===== config.mk =====
export PLATFORM = sky130hd
export DESIGN_NAME = svg_path_line_tokenizer
export DESIGN_NICKNAME = d
export VERILOG_FILES = /design/src/svgplt_pkg.sv /design/src/svg_path_line_tokenizer.sv
export SDC_FILE = /design/constraint.sdc
export NUM_CORES = 2
export LEC_CHECK = 0
export ABC_CLOCK_PERIOD_IN_PS = 17600
export BUFFER_PORTS_ARGS = -buffer_cell sky130_fd_sc_hd__clkbuf_2
export CORE_AREA = 2 2 481 483
export DETAILED_ROUTE_END_ITERATION = 10
export DIE_AREA = 0 0 483 485
export PLACE_DENSITY = 0.48
export SYNTH_ARGS = -nofsm -noshare
export SYNTH_HDL_FRONTEND = slang
export SYNTH_SLANG_ARGS = --single-unit

===== constraint.sdc =====
create_clock -name clk -period 17.6 [get_ports clk]
set_input_delay 5.28 -clock clk [delete_from_list [all_inputs] [get_ports clk]]
set_output_delay 5.28 -clock clk [all_outputs]
set_load 0.1 [all_outputs]

===== src/svgplt_pkg.sv =====
`default_nettype none

package svgplt_pkg;

  // Fraction digits kept per number; later digits are dropped.
  localparam int FRAC_DIGITS = 5;
  localparam int FRAC_W      = $clog2(10 ** FRAC_DIGITS);
  // The digit counter and the scale tables cover up to six kept digits.
  localparam int CNT_W       = 3;
  localparam int INT_W       = 16;
  localparam int REC_W       = 38;
  localparam int PROD_W      = FRAC_W + REC_W;
  localparam int SH_W        = 6;
  localparam int QW          = 17;
  localparam int FIFO_DEPTH  = 4;
  localparam int FIFO_AW     = $clog2(FIFO_DEPTH);
  localparam int FCNT_W      = $clog2(FIFO_DEPTH + 1);

  // Character codes.
  localparam logic [7:0] CH_M     = 8'h4D;
  localparam logic [7:0] CH_L     = 8'h4C;
  localparam logic [7:0] CH_H     = 8'h48;
  localparam logic [7:0] CH_V     = 8'h56;
  localparam logic [7:0] CH_LH    = 8'h68;
  localparam logic [7:0] CH_LV    = 8'h76;
  localparam logic [7:0] CH_Z     = 8'h5A;
  localparam logic [7:0] CH_LZ    = 8'h7A;
  localparam logic [7:0] CH_UA    = 8'h41;
  localparam logic [7:0] CH_LA    = 8'h61;
  localparam logic [7:0] CH_MINUS = 8'h2D;
  localparam logic [7:0] CH_PLUS  = 8'h2B;
  localparam logic [7:0] CH_DOT   = 8'h2E;
  localparam logic [7:0] CH_0     = 8'h30;
  localparam logic [7:0] CH_9     = 8'h39;
  localparam logic [7:0] CMD_NONE = 8'h00;

  // Fraction scaling: q = (frac * REC + HALF) >> SH equals the fraction
  // times 65536 over ten to the digit count, rounded half up. The reciprocal
  // is rounded up and the shift is wide enough that the error never moves
  // the result across an integer.
  localparam logic [REC_W-1:0] REC_TAB [8] = '{
    REC_W'(0),
    REC_W'(((64'd1 << 24) + 64'd9) / 64'd10),
    REC_W'(((64'd1 << 31) + 64'd99) / 64'd100),
    REC_W'(((64'd1 << 37) + 64'd999) / 64'd1000),
    REC_W'(((64'd1 << 44) + 64'd9999) / 64'd10000),
    REC_W'(((64'd1 << 51) + 64'd99999) / 64'd100000),
    REC_W'(((64'd1 << 57) + 64'd999999) / 64'd1000000),
    REC_W'(0)
  };

  localparam logic [SH_W-1:0] SH_TAB [8] = '{
    SH_W'(0), SH_W'(8), SH_W'(15), SH_W'(21), SH_W'(28), SH_W'(35), SH_W'(41), SH_W'(0)
  };

  localparam logic [PROD_W-1:0] HALF_TAB [8] = '{
    PROD_W'(0),
    PROD_W'(64'd1 << 7),
    PROD_W'(64'd1 << 14),
    PROD_W'(64'd1 << 20),
    PROD_W'(64'd1 << 27),
    PROD_W'(64'd1 << 34),
    PROD_W'(64'd1 << 40),
    PROD_W'(0)
  };

  typedef struct packed {
    logic [7:0] path_byte;
    logic       end_of_path;
  } tok_in_t;

  typedef struct packed {
    logic signed [31:0] x_from;
    logic signed [31:0] y_from;
    logic signed [31:0] x_to;
    logic signed [31:0] y_to;
    logic               last_of_run;
  } seg_out_t;

  typedef struct packed {
    logic dig;
    logic bad;
    logic dot;
    logic neg;
    logic in_tok;
  } tok_flags_t;

  // A finished number in raw digit form, plus what the byte does to commands.
  typedef struct packed {
    logic              num_vld;
    logic              neg;
    logic [INT_W-1:0]  int_mag;
    logic [FRAC_W-1:0] frac;
    logic [CNT_W-1:0]  dcnt;
    logic              letter;
    logic [7:0]        code;
    logic              last;
  } a_ev_t;

  typedef struct packed {
    logic              num_vld;
    logic              neg;
    logic [INT_W-1:0]  int_mag;
    logic [PROD_W-1:0] prod;
    logic [CNT_W-1:0]  dcnt;
    logic              letter;
    logic [7:0]        code;
    logic              last;
  } b1_ev_t;

  typedef struct packed {
    logic               num_vld;
    logic signed [31:0] val;
    logic               letter;
    logic [7:0]         code;
    logic               last;
  } b2_ev_t;

  typedef struct packed {
    logic signed [31:0] cur_x;
    logic signed [31:0] cur_y;
    logic signed [31:0] start_x;
    logic signed [31:0] start_y;
  } pt_t;

  typedef struct packed {
    logic               emit;
    logic signed [31:0] to_x;
    logic signed [31:0] to_y;
    pt_t                pt;
  } exec_t;

endpackage

`default_nettype wire


===== src/svg_path_line_tokenizer.sv =====
`default_nettype none

// Throughput: one path byte per cycle unless held; a byte closing a command and the path
// at once yields two segments, which leave the output queue at one per unstalled cycle.
// The pipeline (tokenizer, fraction multiply, rounding, command stage) holds whenever the
// four-entry output queue has fewer than two free entries.
// Synchronous active-low reset clears all control state at once; no clearing pass.
module svg_path_line_tokenizer
  import svgplt_pkg::*;
(
  input  wire logic     clk,
  input  wire logic     rst_n,
  input  wire logic     in_valid,
  output logic          in_stall,
  input  wire tok_in_t  in_data,
  output logic          out_valid,
  input  wire logic     out_stall,
  output seg_out_t      out_data
);

  // ---------------------------------------------------------------------------
  // Pipeline control. Every stage moves together; the command stage may push
  // two segments into the queue, so the whole pipe advances only while two
  // entries are free.
  // ---------------------------------------------------------------------------
  logic [FCNT_W-1:0] fcnt_r;
  logic              adv;
  logic              accept;

  assign adv      = (fcnt_r <= FCNT_W'(FIFO_DEPTH - 2));
  assign in_stall = ~adv;
  assign accept   = in_valid & adv;

  // ---------------------------------------------------------------------------
  // Stage A: byte classification and digit accumulation. The tokenizer state
  // lives here; a finished number is passed on in raw digit form.
  // ---------------------------------------------------------------------------
  logic [INT_W-1:0]  int_r, int_nxt;
  logic [FRAC_W-1:0] frac_r, frac_nxt;
  logic [CNT_W-1:0]  dcnt_r, dcnt_nxt;
  tok_flags_t        flags_r, flags_nxt;

  logic [7:0]        b;
  logic [7:0]        b_off;
  logic [3:0]        digit;
  logic              is_alpha, is_sign, is_digit, is_dot;
  logic              end_pre;
  logic              pre_ok, post_ok;
  logic [INT_W+3:0]  int_mul;
  logic [FRAC_W+3:0] frac_mul;
  a_ev_t             a_nxt;

  assign b        = in_data.path_byte;
  assign b_off    = b - CH_0;
  assign digit    = b_off[3:0];
  assign is_alpha = ((b >= CH_UA) && (b <= CH_Z)) || ((b >= CH_LA) && (b <= CH_LZ));
  assign is_sign  = (b == CH_MINUS) || (b == CH_PLUS);
  assign is_digit = (b >= CH_0) && (b <= CH_9);
  assign is_dot   = (b == CH_DOT);

  assign int_mul  = {1'b0, int_r, 3'b000} + {3'b000, int_r, 1'b0} + (INT_W+4)'(digit);
  assign frac_mul = {1'b0, frac_r, 3'b000} + {3'b000, frac_r, 1'b0} + (FRAC_W+4)'(digit);

  always_comb begin
    int_nxt   = int_r;
    frac_nxt  = frac_r;
    dcnt_nxt  = dcnt_r;
    flags_nxt = flags_r;
    end_pre   = 1'b0;
    priority if (is_alpha) begin
      end_pre   = 1'b1;
      int_nxt   = '0;
      frac_nxt  = '0;
      dcnt_nxt  = '0;
      flags_nxt = '0;
    end else if (is_sign) begin
      end_pre          = 1'b1;
      int_nxt          = '0;
      frac_nxt         = '0;
      dcnt_nxt         = '0;
      flags_nxt        = '0;
      flags_nxt.in_tok = 1'b1;
      flags_nxt.neg    = (b == CH_MINUS);
    end else if (is_digit) begin
      flags_nxt.in_tok = 1'b1;
      flags_nxt.dig    = 1'b1;
      if (flags_r.dot) begin
        if (dcnt_r < CNT_W'(FRAC_DIGITS)) begin
          frac_nxt = frac_mul[FRAC_W-1:0];
          dcnt_nxt = dcnt_r + CNT_W'(1);
        end
      end else begin
        int_nxt = (int_mul > (INT_W+4)'({INT_W{1'b1}})) ? {INT_W{1'b1}} : int_mul[INT_W-1:0];
      end
    end else if (is_dot) begin
      if (flags_r.dot) begin
        flags_nxt.bad = 1'b1;
      end
      flags_nxt.in_tok = 1'b1;
      flags_nxt.dot    = 1'b1;
    end else begin
      end_pre   = 1'b1;
      int_nxt   = '0;
      frac_nxt  = '0;
      dcnt_nxt  = '0;
      flags_nxt = '0;
    end
  end

  assign pre_ok  = flags_r.in_tok & flags_r.dig & ~flags_r.bad;
  assign post_ok = flags_nxt.in_tok & flags_nxt.dig & ~flags_nxt.bad;

  // At most one number ends per byte: either the byte itself ends the
  // running token, or the end marker ends the token the byte left behind.
  always_comb begin
    a_nxt.num_vld = end_pre ? pre_ok : (in_data.end_of_path & post_ok);
    a_nxt.neg     = end_pre ? flags_r.neg : flags_nxt.neg;
    a_nxt.int_mag = end_pre ? int_r : int_nxt;
    a_nxt.frac    = end_pre ? frac_r : frac_nxt;
    a_nxt.dcnt    = end_pre ? dcnt_r : dcnt_nxt;
    a_nxt.letter  = is_alpha;
    a_nxt.code    = b;
    a_nxt.last    = in_data.end_of_path;
  end

  always_ff @(posedge clk) begin
    if (!rst_n) begin
      int_r   <= '0;
      frac_r  <= '0;
      dcnt_r  <= '0;
      flags_r <= '0;
    end else if (accept) begin
      if (in_data.end_of_path) begin
        int_r   <= '0;
        frac_r  <= '0;
        dcnt_r  <= '0;
        flags_r <= '0;
      end else begin
        int_r   <= int_nxt;
        frac_r  <= frac_nxt;
        dcnt_r  <= dcnt_nxt;
        flags_r <= flags_nxt;
      end
    end
  end

  logic  a_vld_r;
  a_ev_t a_r;

  always_ff @(posedge clk) begin
    if (!rst_n) begin
      a_vld_r <= 1'b0;
    end else if (adv) begin
      a_vld_r <= accept;
    end
  end

  always_ff @(posedge clk) begin
    if (adv) begin
      a_r <= a_nxt;
    end
  end

  // ---------------------------------------------------------------------------
  // Stage B1: fraction digits times the scaled reciprocal of the digit weight.
  // ---------------------------------------------------------------------------
  logic              b1_vld_r;
  b1_ev_t            b1_r;
  b1_ev_t            b1_nxt;
  logic [PROD_W-1:0] mul_a, mul_b;

  assign mul_a = PROD_W'(a_r.frac);
  assign mul_b = PROD_W'(REC_TAB[a_r.dcnt]);

  always_comb begin
    b1_nxt.num_vld = a_r.num_vld;
    b1_nxt.neg     = a_r.neg;
    b1_nxt.int_mag = a_r.int_mag;
    b1_nxt.prod    = mul_a * mul_b;
    b1_nxt.dcnt    = a_r.dcnt;
    b1_nxt.letter  = a_r.letter;
    b1_nxt.code    = a_r.code;
    b1_nxt.last    = a_r.last;
  end

  always_ff @(posedge clk) begin
    if (!rst_n) begin
      b1_vld_r <= 1'b0;
    end else if (adv) begin
      b1_vld_r <= a_vld_r;
    end
  end

  always_ff @(posedge clk) begin
    if (adv) begin
      b1_r <= b1_nxt;
    end
  end

  // ---------------------------------------------------------------------------
  // Stage B2: rounding shift, integer part, sign and saturation to Q16.16.
  // ---------------------------------------------------------------------------
  logic              b2_vld_r;
  b2_ev_t            b2_r;
  b2_ev_t            b2_nxt;
  logic [PROD_W:0]   rsum;
  logic [PROD_W:0]   rshift;
  logic [QW-1:0]     q;
  logic [32:0]       mag;
  logic [32:0]       mag_neg;
  logic signed [31:0] num_val;

  assign rsum    = {1'b0, b1_r.prod} + {1'b0, HALF_TAB[b1_r.dcnt]};
  assign rshift  = rsum >> SH_TAB[b1_r.dcnt];
  assign q       = rshift[QW-1:0];
  assign mag     = {1'b0, b1_r.int_mag, 16'h0000} + 33'(q);
  assign mag_neg = ~mag + 33'd1;

  always_comb begin
    if (b1_r.neg) begin
      num_val = (mag >= 33'h080000000) ? 32'sh80000000 : signed'(mag_neg[31:0]);
    end else begin
      num_val = (mag > 33'h07FFFFFFF) ? 32'sh7FFFFFFF : signed'(mag[31:0]);
    end
  end

  always_comb begin
    b2_nxt.num_vld = b1_r.num_vld;
    b2_nxt.val     = num_val;
    b2_nxt.letter  = b1_r.letter;
    b2_nxt.code    = b1_r.code;
    b2_nxt.last    = b1_r.last;
  end

  always_ff @(posedge clk) begin
    if (!rst_n) begin
      b2_vld_r <= 1'b0;
    end else if (adv) begin
      b2_vld_r <= b1_vld_r;
    end
  end

  always_ff @(posedge clk) begin
    if (adv) begin
      b2_r <= b2_nxt;
    end
  end

  // ---------------------------------------------------------------------------
  // Stage C: command state. The new number is filed first, then a letter runs
  // the pending command and takes its place, then the end marker runs whatever
  // command is pending. Both runs are evaluated in the same cycle.
  // ---------------------------------------------------------------------------
  logic [7:0]         cmd_r;
  logic [1:0]         ncnt_r;
  logic signed [31:0] first_r, second_r;
  pt_t                pt_r;

  function automatic logic signed [31:0] sat_add(input logic signed [31:0] a,
                                                 input logic signed [31:0] b2);
    logic [32:0] s;
    s = {a[31], a} + {b2[31], b2};
    if (s[32] != s[31]) begin
      sat_add = s[32] ? 32'sh80000000 : 32'sh7FFFFFFF;
    end else begin
      sat_add = signed'(s[31:0]);
    end
  endfunction

  function automatic exec_t run_cmd(input logic [7:0]         cmd,
                                    input logic [1:0]         cnt,
                                    input logic signed [31:0] n1,
                                    input logic signed [31:0] n2,
                                    input pt_t                p);
    exec_t r;
    r.emit = 1'b0;
    r.to_x = p.cur_x;
    r.to_y = p.cur_y;
    r.pt   = p;
    unique case (cmd)
      CH_M: begin
        if (cnt >= 2'd2) begin
          r.pt.cur_x   = n1;
          r.pt.cur_y   = n2;
          r.pt.start_x = n1;
          r.pt.start_y = n2;
        end
      end
      CH_L: begin
        r.emit = (cnt >= 2'd2);
        r.to_x = n1;
        r.to_y = n2;
      end
      CH_H: begin
        r.emit = (cnt >= 2'd1);
        r.to_x = n1;
      end
      CH_V: begin
        r.emit = (cnt >= 2'd1);
        r.to_y = n1;
      end
      CH_LH: begin
        r.emit = (cnt >= 2'd1);
        r.to_x = sat_add(p.cur_x, n1);
      end
      CH_LV: begin
        r.emit = (cnt >= 2'd1);
        r.to_y = sat_add(p.cur_y, n1);
      end
      CH_Z, CH_LZ: begin
        r.emit = 1'b1;
        r.to_x = p.start_x;
        r.to_y = p.start_y;
      end
      default: begin
        r.emit = 1'b0;
      end
    endcase
    if (r.emit) begin
      r.pt.cur_x = r.to_x;
      r.pt.cur_y = r.to_y;
    end
    run_cmd = r;
  endfunction

  logic [1:0]         cnt0, cnt1;
  logic signed [31:0] first0, second0, first1, second1;
  logic [7:0]         cmd1;
  pt_t                pt1;
  exec_t              r1, r2;
  logic               e1, e2;
  logic               c_fire;
  seg_out_t           seg1, seg2;

  assign c_fire = b2_vld_r & adv;

  always_comb begin
    cnt0    = ncnt_r;
    first0  = first_r;
    second0 = second_r;
    if (b2_r.num_vld) begin
      if (ncnt_r == 2'd0) begin
        first0 = b2_r.val;
      end
      if (ncnt_r == 2'd1) begin
        second0 = b2_r.val;
      end
      if (ncnt_r != 2'd2) begin
        cnt0 = ncnt_r + 2'd1;
      end
    end
  end

  assign r1      = run_cmd(cmd_r, cnt0, first0, second0, pt_r);
  assign e1      = b2_r.letter & r1.emit;
  assign pt1     = b2_r.letter ? r1.pt : pt_r;
  assign cmd1    = b2_r.letter ? b2_r.code : cmd_r;
  assign cnt1    = b2_r.letter ? 2'd0 : cnt0;
  assign first1  = b2_r.letter ? 32'sd0 : first0;
  assign second1 = b2_r.letter ? 32'sd0 : second0;
  assign r2      = run_cmd(cmd1, cnt1, first1, second1, pt1);
  assign e2      = b2_r.last & r2.emit;

  always_comb begin
    seg1.x_from      = pt_r.cur_x;
    seg1.y_from      = pt_r.cur_y;
    seg1.x_to        = r1.to_x;
    seg1.y_to        = r1.to_y;
    seg1.last_of_run = ~e2;
    seg2.x_from      = pt1.cur_x;
    seg2.y_from      = pt1.cur_y;
    seg2.x_to        = r2.to_x;
    seg2.y_to        = r2.to_y;
    seg2.last_of_run = 1'b1;
  end

  always_ff @(posedge clk) begin
    if (!rst_n) begin
      cmd_r    <= CMD_NONE;
      ncnt_r   <= '0;
      first_r  <= '0;
      second_r <= '0;
      pt_r     <= '0;
    end else if (c_fire) begin
      if (b2_r.last) begin
        cmd_r    <= CMD_NONE;
        ncnt_r   <= '0;
        first_r  <= '0;
        second_r <= '0;
        pt_r     <= '0;
      end else begin
        cmd_r    <= cmd1;
        ncnt_r   <= cnt1;
        first_r  <= first1;
        second_r <= second1;
        pt_r     <= pt1;
      end
    end
  end

  // ---------------------------------------------------------------------------
  // Output queue: four entries, up to two writes and one read per cycle.
  // ---------------------------------------------------------------------------
  seg_out_t           fifo_q [FIFO_DEPTH];
  logic [FIFO_AW-1:0] wr_ptr_r, rd_ptr_r;
  logic               push1, push2, pop;
  logic [1:0]         npush;

  assign push1     = c_fire & e1;
  assign push2     = c_fire & e2;
  assign npush     = {1'b0, push1} + {1'b0, push2};
  assign out_valid = (fcnt_r != '0);
  assign out_data  = fifo_q[rd_ptr_r];
  assign pop       = out_valid & ~out_stall;

  always_ff @(posedge clk) begin
    if (push1) begin
      fifo_q[wr_ptr_r] <= seg1;
    end
    if (push2) begin
      fifo_q[push1 ? (wr_ptr_r + FIFO_AW'(1)) : wr_ptr_r] <= seg2;
    end
  end

  always_ff @(posedge clk) begin
    if (!rst_n) begin
      wr_ptr_r <= '0;
      rd_ptr_r <= '0;
      fcnt_r   <= '0;
    end else begin
      wr_ptr_r <= wr_ptr_r + FIFO_AW'(npush);
      rd_ptr_r <= rd_ptr_r + FIFO_AW'(pop);
      fcnt_r   <= fcnt_r + FCNT_W'(npush) - FCNT_W'(pop);
    end
  end

`ifndef SYNTHESIS
  a_fifo_bound: assert property (@(posedge clk) disable iff (!rst_n)
    fcnt_r <= FCNT_W'(FIFO_DEPTH))
    else $error("output queue overfilled");

  a_empty_no_stall: assert property (@(posedge clk) disable iff (!rst_n)
    (fcnt_r == '0) |-> !in_stall)
    else $error("input held while output queue is empty");

  a_tok_clear: assert property (@(posedge clk) disable iff (!rst_n)
    (in_valid && !in_stall && in_data.end_of_path) |=>
      (flags_r == '0 && int_r == '0 && frac_r == '0 && dcnt_r == '0))
    else $error("tokenizer state not cleared after end of path");

  a_cmd_clear: assert property (@(posedge clk) disable iff (!rst_n)
    (c_fire && b2_r.last) |=> (cmd_r == CMD_NONE && ncnt_r == 2'd0))
    else $error("command state not cleared after end of path");

  a_ncnt_range: assert property (@(posedge clk) disable iff (!rst_n)
    ncnt_r <= 2'd2)
    else $error("number count beyond two");
`endif

endmodule

`default_nettype wire


# ---- Yosys cells after proc, flatten, opt, wreduce, memory -nomap -nowiden
# Memories as Yosys holds them, arrays and structs flattened. A register that Yosys moved wholly into a read port is not among the register bits.
# Index checks and enable logic that the tools add are counted.
# W data, S select, Z words.
dict set report totals {
  register_bits 430
  latchBits 0
  ram_bits 516
  mem_bits_ro 792
  out_inout_bits 131
  word_cells 234
  n_memories 4
}
dict set report classes {
  add_sub_neg 20
  multipliers 1
  n_div 0
  order_cmp 17
  n_eq_ne 25
  shift 1
  mux 89
  n_bitwise 20
  n_reduce_logical 14
}
# memory words width read_ports rd_ports_with_merged_regs wr line_no
set mem_list {}
lappend mem_list {fifo_q 4 129 1 1 2 svg_path_line_tokenizer.sv:404} ;# seg_out_t fifo_q [FIFO_DEPTH];
lappend mem_list {{(no name shown)} 8 55 1 0 0 svg_path_line_tokenizer.sv:213} ;# assign rsum = {1'b0, b1_r.prod} + {1'b0, HALF_TAB[b1_r.dcnt]};
lappend mem_list {{(no name shown)} 8 38 1 0 0 svg_path_line_tokenizer.sv:173} ;# assign mul_b = PROD_W'(REC_TAB[a_r.dcnt]);
lappend mem_list {{(no name shown)} 8 6 1 0 0 svg_path_line_tokenizer.sv:214} ;# assign rshift = rsum >> SH_TAB[b1_r.dcnt];
# operator n
set op_table {}
lappend op_table {{$mux W32} 19}
lappend op_table {{$mux W128} 4}
lappend op_table {{$pmux W32 S4} 2}
lappend op_table {{$pmux W32 S3} 2}
lappend op_table {{$mux W17} 8}
lappend op_table {{$add A32 B32 Y33} 4}
lappend op_table {{$mux W16} 8}
lappend op_table {{$eq A8 B7 Y1 const B} 15}
lappend op_table {{$mux W55} 2}
lappend op_table {{$mux W38} 2}
lappend op_table {{$mux W64} 1}
lappend op_table {{$add A55 B55 Y56} 1}
lappend op_table {{$shr A56 B6 Y17} 1}
lappend op_table {{$mul A17 B38 Y55} 1}
lappend op_table {{$add A32 B17 Y33} 1}
lappend op_table {{$ge A33 B32 Y1 const B} 1}
lappend op_table {{$gt A33 B31 Y1 const B} 1}
lappend op_table {{$add A32 B1 Y32 const B} 1}
lappend op_table {{$not A32 Y32} 1}
lappend op_table {{$mux W3} 9}
lappend op_table {{$eq A8 B6 Y1 const B} 3}
lappend op_table {{$add A19 B17 Y20} 1}
lappend op_table {{$add A20 B4 Y20} 1}
lappend op_table {{$gt A20 B16 Y1 const B} 1}
lappend op_table {{39 further kinds} 97}

# ---- Depth between registers and ports, before layout
dict set report logic_depth {
  word_depth 13
  ltp_mapped 54
  depth_no_buf 50
}

# ---- Least setup slack after synthesis
# No wires, ideal clock.
dict set report synth_timing {
  kind {reg-to-output}
  from {reg fcnt_r[2]}
  to {out in_stall}
  arrival_ns 13.206
  t_required_ns 12.320
  path_slack_ns -0.886
  path_stages_with_launch 3
  cell_sequence {dfxtp_1 -> a21oi_1 -> inv_1}
}
dict set report synth_via {
  elab_chain_len 2
}
# item line_no
set synth_lines {}
lappend synth_lines {{start: declaration} svg_path_line_tokenizer.sv:26} ;# logic [FCNT_W-1:0] fcnt_r;
lappend synth_lines {{start signal: assignment} svg_path_line_tokenizer.sv:433} ;# fcnt_r <= fcnt_r + FCNT_W'(npush) - FCNT_W'(pop);
lappend synth_lines {{$le A3 B2 Y1} svg_path_line_tokenizer.sv:30} ;# assign adv = (fcnt_r <= FCNT_W'(FIFO_DEPTH - 2));
lappend synth_lines {{$not A1 Y1} svg_path_line_tokenizer.sv:31} ;# assign in_stall = ~adv;
lappend synth_lines {{end: declaration} svg_path_line_tokenizer.sv:14} ;# output logic in_stall,
# Every way passes these cells.

==> run metrics <==
outcome complete, no violations; synthesis-stage register bit count 946; Final GP Congestion 1.00; RR Endpoint fifo_q[1][23]$_DFFE_PP_; die area 234000 sq um; Leak 34.2 nW; chip height 485 microns; part of the cycle the worst path needs 74.1%; Mapped Cells 8395; area grow syn2layout 10.5%; Post-synth top cells nand2_1, inv_1, edfxtp_1; CORE AREA 229000 sq um; Post-DP HPWL 271000 microns; area of the multi-input gates 49300 sq um; most frequent cell on the critical path o21ai_0; WHS Path Cells 0; Slew @ Worst Pin 1.34 ns; P per Cell Area 172 nW/um^2; HP Start b1_r[8]$_DFFE_PN_; number of max-slew violations in the final report 0; Clk pin slew, worst setup/hold paths 0.06 ns; Reg area 25800 sq um; total routed wirelength 368000 microns; post-synth net total 9278; setup slack, reg-to-reg 4.56 ns; initial antenna violation count 25; critical path peak fanout 33; later-pin clock latency in the skew report 0.82 ns; DP Worst Slack 4.96 ns; Max Cap Viol 0; Detail Route Antenna Nets 0; WP data required 18.07 ns; Final TNS setup 0 ns; post-layout util 38.5%; Overall Power 15.2 mW; ys flop type edfxtp_1; post-cts sizing count 0; kind of critical path reg2reg; most common cell in the netlist nand2_1; Mapped Area 79800 sq um; f_max 76.7 MHz; slowest stage delay, CP 0.68 ns; Port Buffer Count 143; H-tree depth 3; syn avg cell area 9.51 sq um; share of cells above drive strength 1 10.8%; Critical Path AT 13.52 ns; GRT Total Usage 30.6%; Core Rows 176; CTS buffer count 114; Fin. Hold Viols 0; nets 9179; Setup Skew 0.0724 ns; Crit. End Element flop; global-route wire length before repair 520000 microns; worst reg-to-reg path cell count 51; root buffer cell clkbuf_16; mean routed wirelength per cell 32.2 microns; Hold Path End b2_r[8]$_DFFE_PN_; crit path time final 13.04 ns; FILL cells 22945; register area share after synthesis 32.4%; Post-CTS Setup Inserts 0; top post-synthesis cells by area edfxtp_1, fa_1, dfxtp_1; top cell type's share of synthesized area 25.9%; CTS Hold Buffers Added 0; Synth cell types 112; vias in the first global route 68768; Top Ports 144; Post-synth EDFFs 689; Hold Path Class reg2reg; setup repair after global routing missed its margin false; Setup violations, final 0; # DRC 0; CP max-delay cell ha_1; Max-slew headroom 10.5%; die width 483 microns; worst setup margin 4.56 ns; Post-synth ARST share 0%; maximum ir drop on the vdd rail 0.174 mV; yosys warns 0; Vias 70904; largest net degree at the start of global routing 156; DRT Pass-1 Iters 9; vias per cell 6.20; Critical R2R Launch ncnt_r[0]$_SDFFE_PN0P_; Clock Sink Count 946; grt ovf 0; TritonCTS clock tree built; Starting Density 34.9%; CP Launch Type flop; CTS max path bufs 3; Yosys top cell by area edfxtp_1; drt initial violations 7966
==> final cells by class <==
| cell class | instances | area share, % |
|---|---|---|
| Sequential cell | 946 | 29.3 |
| Antenna cell | 9 | 0.0255 |
| Clock buffer | 155 | 3.55 |
| Inverter | 721 | 3.07 |
| Clock inverter | 62 | 0.885 |
| Multi-Input combinational cell | 6133 | 56.0 |
| Timing Repair Buffer | 380 | 2.92 |
| Tap cell | 3026 | 4.29 |
==> worst max-delay path: cells and delay by family (launching register included) <==
| family | cells | cell delay (ns) |
|---|---|---|
| compound gates | 29 | 7.03 |
| xor+xnor | 2 | 0.23 |
| fa+ha+maj | 5 | 1.92 |
| buf+inv | 7 | 1.98 |
| flops | 1 | 0.34 |
| mux | 1 | 0.38 |
| simple gates | 7 | 0.83 |
==> worst max-delay path by stage <==
stage	from	endpoint	slack, ns	depth (start not counted)
global placement	ncnt_r[0]$_SDFFE_PN0P_	fifo_q[1][30]$_DFFE_PP_	5.09	49
global route	ncnt_r[0]$_SDFFE_PN0P_	fifo_q[1][23]$_DFFE_PP_	3.59	51
finish	ncnt_r[0]$_SDFFE_PN0P_	fifo_q[1][23]$_DFFE_PP_	4.56	51
floorplan	fcnt_r[1]$_SDFF_PN0_	in_stall	4.28	2
detailed placement	ncnt_r[0]$_SDFFE_PN0P_	fifo_q[1][30]$_DFFE_PP_	4.96	49
CTS	ncnt_r[0]$_SDFFE_PN0P_	fifo_q[1][23]$_DFFE_PP_	4.89	49
==> placed cells by master (no fill, tap or decap), drive strengths merged, types with 135 or more instances in the layout <==
cell / Yosys / layout
a21oi: 330 / 330
a22o: 151 / 151
a22oi: 206 / 206
and2: 182 / 182
buf: 122 / 238
clkbuf: 472 / 297
dfxtp: 257 / 257
edfxtp: 689 / 689
fa: 500 / 500
ha: 370 / 370
inv: 717 / 726
nand2: 760 / 760
nand3: 267 / 267
nor2: 494 / 494
nor2b: 193 / 193
o21ai: 590 / 590
o22ai: 198 / 198
xnor2: 135 / 135
==> stage by stage <==
stage,hold WS (ns),std cells,instance area [sq um]
2_1_floorplan,0.400,8395,79800
3_3_place_gp,0.400,11206,84200
3_5_place_dp,0.405,11206,84200
4_1_cts,0.416,11423,88200
5_1_grt,0.421,11424,88200
6_report,0.416,11432,88200
==> layer usage <==
metal | track usage [%] | share of wire, %
met4 | 18.7 | 7.1
met5 | 0 | 0.026
met1 | 38.8 | 40
met2 | 49.1 | 46
met3 | 4.71 | 7.5
==> power by group <==
group	internal (mW)	switching, mW	total (mW)
combinational	3.04	6.46	9.50
sequential	2.82	0.345	3.16
clock	1.46	1.06	2.52
==> flip-flops by register name (all words and copies together) (netlist names), 17 cells and up <==
signal / count
pt_r: 128
fifo_q: 516
a_r: 48
b2_r: 43
second_r: 32
first_r: 32
frac_r: 17
b1_r: 86
==> logic make-up after synthesis <==
family	after synthesis	synth area share [%]
compound gates	2407	20.8
xor+xnor	198	2.17
fa+ha+maj	870	18.3
buf+inv	1316	6.32
flops	946	32.4
mux	269	5.53
simple gates	2389	14.5
Note: power is estimated with default switching activity, not from simulation.
